<file path="src/rtl/core/tvsnd_pkg.sv">
// types, register numbers and tables for the three-voice sound unit
// no dependencies; imported by three_voice_tone_noise_envelope_sound_unit
package tvsnd_pkg;

  typedef enum logic [1:0] {
    FUNC_SELECT = 2'd0,
    FUNC_WRITE  = 2'd1,
    FUNC_READ   = 2'd2,
    FUNC_TICK   = 2'd3
  } func_e;

  typedef struct packed {
    func_e       func;
    logic [3:0]  reg_addr;
    logic [7:0]  write_data;
  } req_t;

  typedef struct packed {
    logic [7:0]  read_data;
    logic [3:0]  level_a;
    logic [3:0]  level_b;
    logic [3:0]  level_c;
    logic [15:0] mixed_sample;
    logic        is_active;
  } rsp_t;

  localparam int unsigned NumRegs   = 16;
  localparam int unsigned NumVoices = 3;

  localparam logic [3:0] REG_TONE_A_FINE   = 4'd0;
  localparam logic [3:0] REG_TONE_A_COARSE = 4'd1;
  localparam logic [3:0] REG_TONE_B_COARSE = 4'd3;
  localparam logic [3:0] REG_TONE_C_COARSE = 4'd5;
  localparam logic [3:0] REG_NOISE         = 4'd6;
  localparam logic [3:0] REG_MIXER         = 4'd7;
  localparam logic [3:0] REG_VOL_A         = 4'd8;
  localparam logic [3:0] REG_VOL_B         = 4'd9;
  localparam logic [3:0] REG_VOL_C         = 4'd10;
  localparam logic [3:0] REG_ENV_FINE      = 4'd11;
  localparam logic [3:0] REG_ENV_COARSE    = 4'd12;
  localparam logic [3:0] REG_ENV_SHAPE     = 4'd13;

  // bit positions in the latched shape bits and in the shape register
  localparam int unsigned ShapeHold   = 0;
  localparam int unsigned ShapeAlt    = 1;
  localparam int unsigned ShapeCont   = 2;
  localparam int unsigned ShapeAttack = 2;
  localparam int unsigned VolEnvBit   = 4;
  localparam int unsigned NoiseVoiceOfs = 3;

  localparam logic [15:0] TONE_RESET  = 16'd16;
  localparam logic [8:0]  NOISE_RESET = 9'd16;
  localparam logic [23:0] ENV_RESET   = 24'd256;
  localparam logic [16:0] NOISE_SEED  = 17'h1FFFF;
  localparam logic [3:0]  LEVEL_MAX   = 4'hF;

  // floor(x / 3) for x < 2^18 as (x * ceil(2^19 / 3)) >> 19
  localparam logic [17:0] MIX_RECIP = 18'd174763;
  localparam int unsigned MixShift  = 19;

  function automatic logic [15:0] vol_lookup(input logic [3:0] lvl);
    logic [15:0] v;
    case (lvl)
      4'd0:    v = 16'd0;
      4'd1:    v = 16'd512;
      4'd2:    v = 16'd724;
      4'd3:    v = 16'd1024;
      4'd4:    v = 16'd1448;
      4'd5:    v = 16'd2048;
      4'd6:    v = 16'd2896;
      4'd7:    v = 16'd4096;
      4'd8:    v = 16'd5793;
      4'd9:    v = 16'd8192;
      4'd10:   v = 16'd11585;
      4'd11:   v = 16'd16384;
      4'd12:   v = 16'd23170;
      4'd13:   v = 16'd32768;
      4'd14:   v = 16'd46340;
      default: v = 16'd65535;
    endcase
    return v;
  endfunction

endpackage

</file>
<file path="src/rtl/core/three_voice_tone_noise_envelope_sound_unit.sv">
// three-voice tone, noise and envelope sound unit, top level
// depends on tvsnd_pkg for the request and response types and the volume table
//
// usage:
//   the input channel (in_valid_i, in_stall_o, in_req_i) carries requests that
//   select a register, write it, read it back or advance the chip by one tick.
//   the output channel (out_valid_o, out_stall_i, out_req_o) returns exactly one
//   response per request: read data, gated voice levels, mixed sample and the
//   active flag, in request order.
//   the chip state is updated in the cycle a request is accepted and the gated
//   levels are registered; from the level register the mix stage looks up the
//   volume table, sums the three voices and divides by three with one reciprocal
//   multiply into the output register.
//   one request is accepted per cycle while in_stall_o is low; the state update is
//   done in the accepting cycle and the mix stage has one 18x18 multiply.
//   while the receiver stalls, the response register holds and the level
//   register behind it fills, so in_stall_o rises once both are occupied.
//   reset clears the register file, sets the counters and the noise generator to
//   their power-up values and clears the valid flags; no request is in flight after reset.
module three_voice_tone_noise_envelope_sound_unit import tvsnd_pkg::*; (
  input  logic clk_i,
  input  logic rst_ni,
  input  logic in_valid_i,
  output logic in_stall_o,
  input  req_t in_req_i,
  output logic out_valid_o,
  input  logic out_stall_i,
  output rsp_t out_req_o
);

  function automatic logic [15:0] tone_len(input logic [7:0] fine, input logic [7:0] coarse);
    logic [11:0] p;
    p = {coarse[3:0], fine};
    if (p == 12'd0) begin
      p = 12'd1;
    end
    return {p, 4'b0000};
  endfunction

  function automatic logic [8:0] noise_len(input logic [7:0] r);
    logic [4:0] p;
    p = r[4:0];
    if (p == 5'd0) begin
      p = 5'd1;
    end
    return {p, 4'b0000};
  endfunction

  function automatic logic [23:0] env_len(input logic [7:0] fine, input logic [7:0] coarse);
    logic [15:0] p;
    p = {coarse, fine};
    if (p == 16'd0) begin
      p = 16'd1;
    end
    return {p, 8'h00};
  endfunction

  logic [7:0]  regs_q [NumRegs];
  logic [7:0]  regs_d [NumRegs];
  logic [3:0]  sel_reg_q, sel_reg_d;
  logic        sel_valid_q, sel_valid_d;
  logic        active_q, active_d;
  logic [15:0] tone_count_q [NumVoices];
  logic [15:0] tone_count_d [NumVoices];
  logic [2:0]  tone_bit_q, tone_bit_d;
  logic [8:0]  noise_count_q, noise_count_d;
  logic [16:0] noise_shift_q, noise_shift_d;
  logic        noise_bit_q, noise_bit_d;
  logic [23:0] env_count_q, env_count_d;
  logic [3:0]  env_level_q, env_level_d;
  logic        env_rising_q, env_rising_d;
  logic [2:0]  env_shape_q, env_shape_d;
  logic        env_frozen_q, env_frozen_d;

  logic        in_accept;
  logic        do_tick;
  logic        do_write;
  logic [7:0]  wr_val;
  logic [7:0]  rd_val;
  logic [3:0]  lvl_d [NumVoices];

  logic        s1_valid_q;
  logic        s1_advance;
  logic [7:0]  s1_rd_q;
  logic [3:0]  s1_lvl_q [NumVoices];
  logic        s1_active_q;

  logic        out_valid_q;
  rsp_t        out_q;
  logic [17:0] mix_sum;
  logic [35:0] mix_prod;

  assign s1_advance = s1_valid_q && (!out_valid_q || !out_stall_i);
  assign in_stall_o = s1_valid_q && out_valid_q && out_stall_i;
  assign in_accept  = in_valid_i && !in_stall_o;
  assign do_tick    = in_accept && (in_req_i.func == FUNC_TICK);
  assign do_write   = in_accept && (in_req_i.func == FUNC_WRITE) && sel_valid_q;

  // register file, selection and read path
  always_comb begin
    regs_d      = regs_q;
    sel_reg_d   = sel_reg_q;
    sel_valid_d = sel_valid_q;
    active_d    = active_q;
    rd_val      = 8'h00;
    wr_val      = in_req_i.write_data;
    if (sel_reg_q inside {REG_TONE_A_COARSE, REG_TONE_B_COARSE, REG_TONE_C_COARSE,
                          REG_ENV_SHAPE}) begin
      wr_val = {4'h0, in_req_i.write_data[3:0]};
    end else if (sel_reg_q inside {REG_NOISE, REG_VOL_A, REG_VOL_B, REG_VOL_C}) begin
      wr_val = {3'b000, in_req_i.write_data[4:0]};
    end
    if (in_accept) begin
      case (in_req_i.func)
        FUNC_SELECT: begin
          sel_reg_d   = in_req_i.reg_addr;
          sel_valid_d = 1'b1;
          active_d    = 1'b1;
        end
        FUNC_WRITE: begin
          if (sel_valid_q) begin
            regs_d[sel_reg_q] = wr_val;
            active_d          = 1'b1;
          end
        end
        FUNC_READ: begin
          if (sel_valid_q) begin
            rd_val = regs_q[sel_reg_q];
          end
        end
        default: ;
      endcase
    end
  end

  // tone and noise generators
  always_comb begin
    logic fb;
    for (int c = 0; c < NumVoices; c++) begin
      tone_count_d[c] = tone_count_q[c];
      tone_bit_d[c]   = tone_bit_q[c];
      if (do_tick) begin
        if (tone_count_q[c] > 16'd1) begin
          tone_count_d[c] = tone_count_q[c] - 16'd1;
        end else begin
          tone_count_d[c] = tone_len(regs_d[4'(2*c)], regs_d[4'(2*c+1)]);
          tone_bit_d[c]   = !tone_bit_q[c];
        end
      end
      if (do_write && sel_reg_q <= REG_TONE_C_COARSE && sel_reg_q[3:1] == 3'(c)) begin
        tone_count_d[c] = tone_len(regs_d[4'(2*c)], regs_d[4'(2*c+1)]);
        tone_bit_d[c]   = 1'b1;
      end
    end

    fb            = noise_shift_q[0] ^ noise_shift_q[3];
    noise_count_d = noise_count_q;
    noise_shift_d = noise_shift_q;
    noise_bit_d   = noise_bit_q;
    if (do_tick) begin
      if (noise_count_q > 9'd1) begin
        noise_count_d = noise_count_q - 9'd1;
      end else begin
        noise_count_d = noise_len(regs_d[REG_NOISE]);
        noise_shift_d = {fb, noise_shift_q[16:1]};
        noise_bit_d   = noise_shift_q[1];
      end
    end
    if (do_write && sel_reg_q == REG_NOISE) begin
      noise_count_d = noise_len(regs_d[REG_NOISE]);
      noise_shift_d = NOISE_SEED;
    end
  end

  // envelope generator
  always_comb begin
    logic attack;
    logic dir;
    attack       = regs_q[REG_ENV_SHAPE][ShapeAttack];
    dir          = env_rising_q;
    env_count_d  = env_count_q;
    env_level_d  = env_level_q;
    env_rising_d = env_rising_q;
    env_shape_d  = env_shape_q;
    env_frozen_d = env_frozen_q;
    if (do_tick) begin
      if (env_count_q > 24'd1) begin
        env_count_d = env_count_q - 24'd1;
      end else begin
        env_count_d = env_len(regs_d[REG_ENV_FINE], regs_d[REG_ENV_COARSE]);
        if (!env_frozen_q) begin
          if (env_rising_q && env_level_q < LEVEL_MAX) begin
            env_level_d = env_level_q + 4'd1;
          end else if (!env_rising_q && env_level_q > 4'd0) begin
            env_level_d = env_level_q - 4'd1;
          end else if (!env_shape_q[ShapeCont]) begin
            env_level_d  = 4'd0;
            env_frozen_d = 1'b1;
          end else if (env_shape_q[ShapeHold]) begin
            env_level_d  = ((env_shape_q[ShapeAlt] ^ attack) == 1'b1) ? LEVEL_MAX : 4'd0;
            env_frozen_d = 1'b1;
          end else begin
            if (env_shape_q[ShapeAlt]) begin
              dir = !env_rising_q;
            end
            env_rising_d = dir;
            env_level_d  = dir ? 4'd0 : LEVEL_MAX;
          end
        end
      end
    end
    if (do_write && (sel_reg_q == REG_ENV_FINE || sel_reg_q == REG_ENV_COARSE)) begin
      env_count_d = env_len(regs_d[REG_ENV_FINE], regs_d[REG_ENV_COARSE]);
    end
    if (do_write && sel_reg_q == REG_ENV_SHAPE) begin
      env_count_d  = env_len(regs_d[REG_ENV_FINE], regs_d[REG_ENV_COARSE]);
      env_shape_d  = {wr_val[3], wr_val[1], wr_val[0]};
      env_rising_d = wr_val[ShapeAttack];
      env_level_d  = wr_val[ShapeAttack] ? 4'd0 : LEVEL_MAX;
      env_frozen_d = 1'b0;
    end
  end

  // gated voice levels from the updated state
  always_comb begin
    logic       tg;
    logic       ng;
    logic [7:0] vr;
    for (int c = 0; c < NumVoices; c++) begin
      tg = regs_d[REG_MIXER][c] | tone_bit_d[c];
      ng = regs_d[REG_MIXER][c+NoiseVoiceOfs] | noise_bit_d;
      vr = regs_d[4'(REG_VOL_A + 4'(c))];
      lvl_d[c] = vr[VolEnvBit] ? env_level_d : vr[3:0];
      if (!(tg && ng)) begin
        lvl_d[c] = 4'd0;
      end
    end
  end

  assign mix_sum  = 18'(vol_lookup(s1_lvl_q[0])) + 18'(vol_lookup(s1_lvl_q[1]))
                  + 18'(vol_lookup(s1_lvl_q[2]));
  assign mix_prod = mix_sum * MIX_RECIP;

  always_ff @(posedge clk_i or negedge rst_ni) begin
    if (!rst_ni) begin
      for (int r = 0; r < NumRegs; r++) begin
        regs_q[r] <= 8'h00;
      end
      for (int c = 0; c < NumVoices; c++) begin
        tone_count_q[c] <= TONE_RESET;
      end
      sel_reg_q     <= 4'd0;
      sel_valid_q   <= 1'b0;
      active_q      <= 1'b0;
      tone_bit_q    <= 3'b111;
      noise_count_q <= NOISE_RESET;
      noise_shift_q <= NOISE_SEED;
      noise_bit_q   <= 1'b1;
      env_count_q   <= ENV_RESET;
      env_level_q   <= LEVEL_MAX;
      env_rising_q  <= 1'b0;
      env_shape_q   <= 3'b000;
      env_frozen_q  <= 1'b0;
      s1_valid_q    <= 1'b0;
      out_valid_q   <= 1'b0;
    end else begin
      regs_d_copy: for (int r = 0; r < NumRegs; r++) begin
        regs_q[r] <= regs_d[r];
      end
      for (int c = 0; c < NumVoices; c++) begin
        tone_count_q[c] <= tone_count_d[c];
      end
      sel_reg_q     <= sel_reg_d;
      sel_valid_q   <= sel_valid_d;
      active_q      <= active_d;
      tone_bit_q    <= tone_bit_d;
      noise_count_q <= noise_count_d;
      noise_shift_q <= noise_shift_d;
      noise_bit_q   <= noise_bit_d;
      env_count_q   <= env_count_d;
      env_level_q   <= env_level_d;
      env_rising_q  <= env_rising_d;
      env_shape_q   <= env_shape_d;
      env_frozen_q  <= env_frozen_d;
      if (in_accept) begin
        s1_valid_q <= 1'b1;
      end else if (s1_advance) begin
        s1_valid_q <= 1'b0;
      end
      if (s1_advance) begin
        out_valid_q <= 1'b1;
      end else if (!out_stall_i) begin
        out_valid_q <= 1'b0;
      end
    end
  end

  always_ff @(posedge clk_i) begin
    if (in_accept) begin
      s1_rd_q     <= rd_val;
      s1_active_q <= active_d;
      for (int c = 0; c < NumVoices; c++) begin
        s1_lvl_q[c] <= lvl_d[c];
      end
    end
    if (s1_advance) begin
      out_q.read_data    <= s1_rd_q;
      out_q.level_a      <= s1_lvl_q[0];
      out_q.level_b      <= s1_lvl_q[1];
      out_q.level_c      <= s1_lvl_q[2];
      out_q.mixed_sample <= mix_prod[MixShift +: 16];
      out_q.is_active    <= s1_active_q;
    end
  end

  assign out_valid_o = out_valid_q;
  assign out_req_o   = out_q;

  a_noise_nonzero : assert property (@(posedge clk_i) disable iff (!rst_ni)
    noise_shift_q != 17'd0)
    else $error("noise shift register reached zero");

  a_tone_count_nonzero : assert property (@(posedge clk_i) disable iff (!rst_ni)
    tone_count_q[0] != 16'd0 && tone_count_q[1] != 16'd0 && tone_count_q[2] != 16'd0)
    else $error("tone counter reached zero");

  a_frozen_level : assert property (@(posedge clk_i) disable iff (!rst_ni)
    env_frozen_q |-> (env_level_q == 4'd0 || env_level_q == LEVEL_MAX))
    else $error("envelope frozen at an intermediate level");

  a_stage_moves : assert property (@(posedge clk_i) disable iff (!rst_ni)
    s1_valid_q && !out_stall_i |=> out_valid_q)
    else $error("level stage did not reach the output register");

endmodule
</file>
<file path="config.mk">
export PLATFORM = sky130hd
export DESIGN_NAME = three_voice_tone_noise_envelope_sound_unit
export DESIGN_NICKNAME = d
export VERILOG_FILES = /design/src/rtl/core/tvsnd_pkg.sv /design/src/rtl/core/three_voice_tone_noise_envelope_sound_unit.sv
export SDC_FILE = /design/constraint.sdc
export NUM_CORES = 1
export LEC_CHECK = 0
export ABC_AREA = 1
export BUFFER_PORTS_ARGS = -buffer_cell sky130_fd_sc_hd__buf_2
export CORE_UTILIZATION = 55
export DETAILED_ROUTE_END_ITERATION = 10
export PLACE_DENSITY = 0.82
export SYNTH_ARGS = -nofsm -noshare
export SYNTH_HDL_FRONTEND = slang
export SYNTH_SLANG_ARGS = --single-unit
</file>
<file path="constraint.sdc">
create_clock -name clk_i -period 9.4 [get_ports clk_i]
set_clock_uncertainty 0.2 [all_clocks]
set_input_delay 1.88 -clock clk_i [delete_from_list [all_inputs] [get_ports clk_i]]
set_output_delay 1.88 -clock clk_i [all_outputs]
set_load 0.05 [all_outputs]
</file>
==> metrics.yaml, run 1 <==
fill_cells: 3549
ys_top_cells_by_area: "dfrtp_1 (23%), fa_1 (10%), ha_1 (10%)"
wl_met3_um: 5220
holdPathStages: 0
wire_per_inst_um: 16.3
gp_congestion: 0.980
antenna_left: 0
setup_viol_count_final: 0
synth_area_leader_cell: "dfrtp_1"
start_kind: "flip-flop"
insertion_delay_ns: 0.57
setup_tns_ns: 0
worstSetupPathType: "reg -> reg"
finalHoldViolCount: 0
relSlewSlack_pct: 37.0
yosysSeqAreaShare_pct: 33.6
grt_pass1_wl_um: 99900
num_rows: 75
ys_ff_latch: 305
clk_path_buf_depth: 3
path_depth: 35
clk_pin_slew_ns: 0.06
portBuffers: 56
io-pin-count: 57
fmax_mhz: 118
cp_max_fo: 6
synth_fp_nets: 3364
synth_most_common_cell: "nand2_1"
area_delta_synth_final_pct: 8.86
ys_warn_count: 0
r2r_cells: 35
grt_antenna_before_repair: 1
wl_met2_um: 26300
hold_path_class: "reg -> reg"
netlist_area_um2: 23700
grt_overflow: 0
worstPathArrival_ns: 8.57
min_period_ns: 8.48
vias: 20200
fin_nets: 3410
status: "completed"
synth.avg_cell_area_um2: 7.81
synth-main-ff-cell: "dfrtp_1"
synth-compound-area-share_pct: 11.3
grt_max_degree: 106
fp.coreArea_um2: 42200
synthMuxAreaShare_pct: 0.0423
die-area_um2: 43900
final-max-slew-violation-count: 0
required_ns: 9.49
post_cts_buffers: 0
max_cap_viol_count: 0
first_pass_iters: 5
synth_common_cells: "nand2_1 (615), inv_1 (614), nor2_1 (287)"
grt_pass1_vias: 19700
synth_xor_area_share_pct: 2.70
drt-initial-drc-count: 1875
synth_cells: 3034
floorplan.die.width_um: 210
critPathTopFamily: "adder cells"
vias_per_cell: 5.53
cts_hold_repair.buffers: 0
htreeDepth: 2
fp.dieH_um: 210
whs_ns: 0.218
wl_um: 59600
clockRootBuffer: "clkbuf_16"
drt-met1-wl_um: 25800
dr.max_layer_used: "met4"
synth_top_family_by_area: "simple AND/OR/NAND/NOR gates"
cts_sinks: 305
cp_slowest_stage_delay_ns: 0.55
synth-adder-area-share_pct: 20.3
synthSimpleGateAreaFrac_pct: 20.9
path_buf_inv: 6
yosysTopAreaCellShare_pct: 22.9
rsz0062_at_grt: "false"
worstMarginPinSlew_ns: 0.942
cts-resized-gates: 0
cp-end-kind: "flip-flop"
synth_cell_types: 57
drc: 0
slowest_stage: "fa_1"
async_flop_share_pct: 81.0
dp_cells: 3581
start_util_pct: 56.1
drive_gt1_share_pct: 6.44
synth_edf_count: 58
cts_tree: "done"
numCtsBuffers: 36
post_layout_nonfiller_instances: 3648
crit_top_cell: "nand2_1"
dpl.hpwl_um: 45300
grt_usage_pct: 28.4
period_share_pct: 90.2
-- cells by family (layout without fill, tap and decap cells) --
kind of cell | count (synthesis) | count (layout)
adder cells (fa/ha/maj) | 312 | 312
other | 0 | 1
buffers and inverters | 686 | 760
multiplexers | 1 | 1
XOR/XNOR | 73 | 73
flip-flops | 305 | 305
AND/OR/NAND/NOR | 1187 | 1187
AO/OA/AOI/OAI | 470 | 470
-- worst register-to-register path: cells and delay by family, from the launching register on --
family,cells,cell delay [ns]
fa+ha+maj,11,4.54
simple gates,15,1.88
flops,1,0.44
xor+xnor,1,0.44
buf+inv,6,0.39
compound gates,2,0.34
-- metal layers --
layer	vias to the layer above	GRT usage, %
met5	-	0
met4	0	11.3
met3	158	5.60
met2	872	43.6
met1	9375	39.7
li1	9775	-
-- placed cells by master (no fill, tap or decap), types with 6 or more instances in the layout --
| cell | instances |
|---|---|
| inv_2 | 8 |
| a31oi_1 | 10 |
| inv_1 | 614 |
| buf_4 | 12 |
| a21oi_1 | 111 |
| nor3_1 | 47 |
| buf_2 | 55 |
| nand4_1 | 21 |
| xor2_1 | 52 |
| o22ai_1 | 47 |
| ha_1 | 190 |
| nor2_1 | 287 |
| nand2_1 | 615 |
| clkbuf_1 | 7 |
| o211ai_1 | 27 |
| o21ai_1 | 9 |
| o21bai_1 | 6 |
| nand3_1 | 178 |
| a211oi_1 | 9 |
| nand2_2 | 6 |
| fa_1 | 122 |
| a21o_1 | 6 |
| clkbuf_8 | 6 |
| or2_2 | 8 |
| a22oi_1 | 17 |
| clkbuf_16 | 38 |
| dfrtp_1 | 217 |
| dfstp_2 | 30 |
| xnor2_1 | 21 |
| o21ai_0 | 198 |
| edfxtp_1 | 58 |
| a41oi_1 | 8 |
-- stage by stage --
step | instance area [um2] | util [%] | setup slack [ns]
2_1_floorplan | 23700 | - | 1.75
3_3_place_gp | 24500 | 58.0 | 1.17
3_5_place_dp | 24500 | 58.0 | 0.983
4_1_cts | 25800 | 61.1 | 0.916
5_1_grt | 25800 | 61.1 | 0.305
6_report | 25800 | 61.1 | 0.918
-- worst paths after layout --
check,end,from,slack (ns)
worst max register to register,out_req_o[15],s1_lvl_q[0][4],0.92
worst min register to register,out_req_o[33],s1_rd_q[4],0.22
max in group asynchronous,env_frozen_q,rst_ni,6.41
worst max-delay path,out_req_o[15],s1_lvl_q[0][4],0.92
min in group asynchronous,tone_count_q[30],rst_ni,1.14
worst min-delay path,out_req_o[33],s1_rd_q[4],0.22
-- area by class of cell --
class	instances	area, um2	share of cell area [%]
Sequential cell	305	7960	30.9
Antenna cell	1	2.50	0.00970
Inverter	626	2350	9.11
Timing Repair Buffer	68	380	1.48
Multi-Input combinational cell	2043	13100	50.9
Clock inverter	15	243	0.941
Tap cell	539	674	2.62
Clock buffer	51	1060	4.11
Power of run 1 is left out: the tool's default activity adds up to more than one toggle a clock period on the data nets, which glitch-free logic cannot reach.
==> inputs of run 2 (changes only) <==
Settings changed: CTS_BUF_LIST from default to sky130_fd_sc_hd__clkbuf_8.
==> run 2 against run 1 <==
Against the previous run: maximum frequency decreased by 0.28%; sequential share of layout area increased by 0.25 points; die area unchanged; via count increased by 0.56%; global-route usage decreased by 0.14 points; critical path depth unchanged; worst setup slack got worse by 0.024 ns; clock-buffer cell count increased by 12; critical endpoint unchanged; largest cell class unchanged; highest routed layer unchanged.
==> metrics.yaml, run 2 (same netlist as run 1, synthesis figures left out) <==
status: "completed"
min_period_ns: 8.51  # +0.0237 ns
multi_input_area_um2: 13100  # unchanged
final_area_um2: 25600  # -0.79%
grt_usage_pct: 28.2  # -0.14 points
cts_sinks: 305  # unchanged
relSlewSlack_pct: 35.0  # -2.0 points
holdPathStages: 0  # unchanged
crit_top_cell: "nand2_1"
final-seq-area_um2: 7960  # unchanged
fp.coreArea_um2: 42200  # unchanged
die-area_um2: 43900  # unchanged
dp_cells: 3581  # unchanged
final_cell_mix: "inv_1 (632), nand2_1 (615), nor2_1 (287)"
worstMarginPinSlew_ns: 0.971  # +0.0298 ns
cp_slowest_stage_delay_ns: 0.56  # about the same
ff2ff_setup_slack_ns: 0.89  # -0.02 ns
worstPathArrival_ns: 8.68  # +0.11 ns
numCtsBuffers: 51  # +42%
clockRootBuffer: "clkbuf_8"
dpl_cell_area_um2: 24500  # unchanged
post_layout_nonfiller_instances: 3677  # +0.79%
cts-resized-gates: 0  # unchanged
vias: 20300  # +0.56%
area_delta_synth_final_pct: 8.00
whs_ns: 0.218  # -0.000258 ns
rsz0062_at_grt: "false"
fin_nets: 3425  # +0.44%
grt_pass1_wl_um: 99500  # -0.38%
portBuffers: 56  # unchanged
floorplan.die.width_um: 210  # unchanged
cts_hold_repair.buffers: 0  # unchanged
start_util_pct: 56.1  # unchanged
clk_path_buf_depth: 3  # unchanged
final-max-slew-violation-count: 0  # unchanged
grt_antenna_before_repair: 2  # +1
cts_tree: "done"
setup_tns_ns: 0  # unchanged
hold_end: "out_req_o[33]"
num_rows: 75  # unchanged
start_kind: "flip-flop"
vias_per_cell: 5.52  # -0.23%
slowest_stage: "fa_1"
htreeDepth: 2  # unchanged
wire_per_inst_um: 16.2  # -0.96%
io-pin-count: 57  # unchanged
period_share_pct: 90.5  # +0.25 points
layout_commonest_cell: "inv_1"
r2r_cells: 35  # unchanged
finalHoldViolCount: 0  # unchanged
max_cap_viol_count: 0  # unchanged
worstReg2RegEnd: "out_req_o[15]"
fmax_mhz: 118  # -0.28%
clk_pin_slew_ns: 0.07  # about the same
min_from: "s1_rd_q[4]"
wl_um: 59500  # -0.17%
grt_pass1_vias: 19800  # +0.51%
fill_cells: 3597  # +1.4%
grt_overflow: 0  # unchanged
worstSetupPathType: "reg -> reg"
fp.dieH_um: 210  # unchanged
insertion_delay_ns: 0.65  # +0.08 ns
setup_viol_count_final: 0  # unchanged
hold_path_class: "reg -> reg"
drc: 0  # unchanged
first_pass_iters: 5  # unchanged
dpl.hpwl_um: 45300  # unchanged
required_ns: 9.57  # +0.08 ns
gp_congestion: 0.980  # unchanged
drive_gt1_share_pct: 6.95  # +0.52 points
post_cts_buffers: 0  # unchanged
cp_max_fo: 6  # unchanged
antenna_left: 0  # unchanged
cp-end-kind: "flip-flop"
r2r-start: "s1_lvl_q[0][4]"
grt_max_degree: 106  # unchanged
drt-initial-drc-count: 1820  # -2.9%
## run 2: how the worst max path moves through the flow
stage	startpoint	to	slack, ns	cells past startpoint
final	s1_lvl_q[0][4]	out_req_o[15]	0.89	35
after global routing	s1_lvl_q[0][4]	out_req_o[7]	0.31	35
after CTS	s1_lvl_q[0][4]	out_req_o[15]	0.91	35
after detailed placement	s1_lvl_q[0][4]	out_req_o[15]	0.98	35
after global placement	s1_lvl_q[0][2]	out_req_o[5]	1.17	34
after floorplan	s1_lvl_q[0][4]	out_req_o[3]	1.75	35
## run 2: through the flow
step / setup slack [ns] / util, %
floorplan: 1.75 / -
global placement: 1.17 / 58.0
detailed placement: 0.983 / 58.0
CTS: 0.911 / 60.6
global route: 0.313 / 60.6
finish: 0.894 / 60.6
## run 2: cell type report
type                    count  area share, %
clock buffers              63           3.39
inverters                 626           9.19
clock inverters            31          0.895
well taps                 539           2.64
diodes                      2         0.0196
repair buffers             68           1.49
multi-input cells        2043           51.3
flip-flops and latches    305           31.1
## run 2: worst max-delay path: cells and delay by family (launching register included)
family,cells,cell delay [ns]
AO/OA/AOI/OAI,2,0.34
XOR/XNOR,1,0.45
adder cells (fa/ha/maj),11,4.55
buffers and inverters,6,0.38
flip-flops,1,0.44
AND/OR/NAND/NOR,15,1.88
## run 2: routing by layer
layer | share of wire [%] | up-vias | GRT usage [%]
li1 | - | 9811 | -
met1 | 44 | 9432 | 39.1
met2 | 44 | 882 | 43.0
met3 | 8.5 | 168 | 5.84
met4 | 4.0 | 0 | 12.5
met5 | 0 | - | 0
Power of run 2 is left out for the same reason.
==> inputs of run 3 (changes only) <==
Settings changed: CORE_MARGIN from default to 2, PLACE_DENSITY 0.82 to 0.68.
==> run 3 against run 2 <==
Against the previous run: global-route usage is 1.7 points higher; wire length is 8.2% higher; non-clock buffer count stayed put; worst hold slack better by 0.0038 ns; die area is 1.9% higher; first-iteration DRC count is 20% lower; via count is 0.51% lower; cell area is 0.54% higher; clock-buffer cell count is 9 higher; final cell count is 0.33% higher.
==> metrics.yaml, run 3 (same netlist as run 1, synthesis figures left out) <==
max_cap_viol_count: 0  # unchanged
whs_ns: 0.222  # +0.00384 ns
clk_path_buf_depth: 3  # unchanged
insertion_delay_ns: 0.66  # about the same
num_rows: 76  # +1.3%
area_delta_synth_final_pct: 8.58
rsz0062_at_grt: "false"
fin_nets: 3428  # +0.088%
wl_um: 64400  # +8.2%
fmax_mhz: 115  # -2.3%
die-area_um2: 44700  # +1.9%
cp_max_fo: 6  # unchanged
grt_pass1_vias: 20100  # +1.2%
start_kind: "flip-flop"
worstSetupPathType: "reg -> reg"
worstPathArrival_ns: 8.90  # +0.22 ns
fp.coreArea_um2: 42800  # +1.3%
clockRootBuffer: "clkbuf_8"
clk_pin_slew_ns: 0.07  # about the same
post_cts_buffers: 0  # unchanged
cp_slowest_stage_delay_ns: 0.55  # about the same
layout_commonest_cell: "inv_1"
numCtsBuffers: 54  # +5.9%
required_ns: 9.59  # +0.02 ns
grt_overflow: 0  # unchanged
grt_pass1_wl_um: 105000  # +5.7%
setup_viol_count_final: 0  # unchanged
htreeDepth: 2  # unchanged
wire_per_inst_um: 17.5  # +7.9%
cts_tree: "done"
finalHoldViolCount: 0  # unchanged
grt_usage_pct: 29.9  # +1.7 points
io-pin-count: 57  # unchanged
start_util_pct: 55.4  # -0.74 points
period_share_pct: 92.6  # +2.1 points
grt_antenna_before_repair: 0  # -2
dpl.hpwl_um: 50300  # +11%
gp_congestion: 0.938  # -4.4%
drive_gt1_share_pct: 7.25  # +0.30 points
slowest_stage: "fa_1"
drc: 0  # unchanged
cts_sinks: 305  # unchanged
final-max-slew-violation-count: 0  # unchanged
first_pass_iters: 5  # unchanged
cts_hold_repair.buffers: 0  # unchanged
relSlewSlack_pct: 27.1  # -7.9 points
vias_per_cell: 5.47  # -0.84%
min_period_ns: 8.70  # +0.199 ns
fp.dieH_um: 212  # +0.95%
setup_tns_ns: 0  # unchanged
portBuffers: 56  # unchanged
cts-resized-gates: 0  # unchanged
status: "completed"
grt_max_degree: 141  # +33%
vias: 20200  # -0.51%
diodes: 0  # -2
floorplan.die.width_um: 212  # +0.95%
drt-initial-drc-count: 1461  # -20%
crit_top_cell: "nand2_1"
antenna_left: 0  # unchanged
cp-end-kind: "flip-flop"
final_cell_mix: "inv_1 (629), nand2_1 (615), nor2_1 (287)"
hold_path_class: "reg -> reg"
worstMarginPinSlew_ns: 1.09  # +0.122 ns
[run 3: layout make-up]
cell class	count	area, um2
clock buffer	72	991
clock inverter	29	240
fill	3903	17100
inverter	626	2350
multi-input combinational	2043	13100
sequential	305	7960
tap	546	683
timing repair buffer	68	380
[run 3: per-stage QoR]
| stage | worst slack, ns | utilization [%] | instances | cell area [um2] |
|---|---|---|---|---|
| 6_report | 0.695 | 60.1 | 3689 | 25700 |
| 4_1_cts | 0.769 | 60.1 | 3689 | 25700 |
| 3_5_place_dp | 0.827 | 57.2 | 3588 | 24500 |
| 2_1_floorplan | 1.75 | - | 3034 | 23700 |
| 5_1_grt | 0.0593 | 60.1 | 3689 | 25700 |
| 3_3_place_gp | 1.04 | 57.2 | 3588 | 24500 |
[run 3: worst paths after layout]
path                                 from          endpoint  slack, ns  depth (start not counted)
max in group asynchronous          rst_ni        regs_q[38]       6.39                          2
min                            s1_rd_q[2]     out_req_o[31]       0.22                          0
min in group asynchronous          rst_ni  tone_count_q[29]       1.16                          1
max                        s1_lvl_q[0][0]      out_req_o[3]       0.70                         36
max reg2reg                s1_lvl_q[0][0]      out_req_o[3]       0.70                         36
min reg2reg                    s1_rd_q[2]     out_req_o[31]       0.22                          0
[run 3: critical path, delay by kind of cell, from the launching register on]
family,cells,cell delay (ns)
AO/OA/AOI/OAI,2,0.43
XOR/XNOR,1,0.51
adder cells (fa/ha/maj),11,4.52
buffers and inverters,7,0.53
flip-flops,1,0.48
AND/OR/NAND/NOR,15,1.75
[run 3: layer usage]
layer / track usage, % / vias to the layer above / wire (um)
met5: 0 / - / 0
met4: 12.0 / 0 / 2660
met3: 3.96 / 137 / 3250
met2: 49.9 / 580 / 30400
met1: 39.7 / 9670 / 28100
li1: - / 9802 / -
Power of run 3 is left out for the same reason.
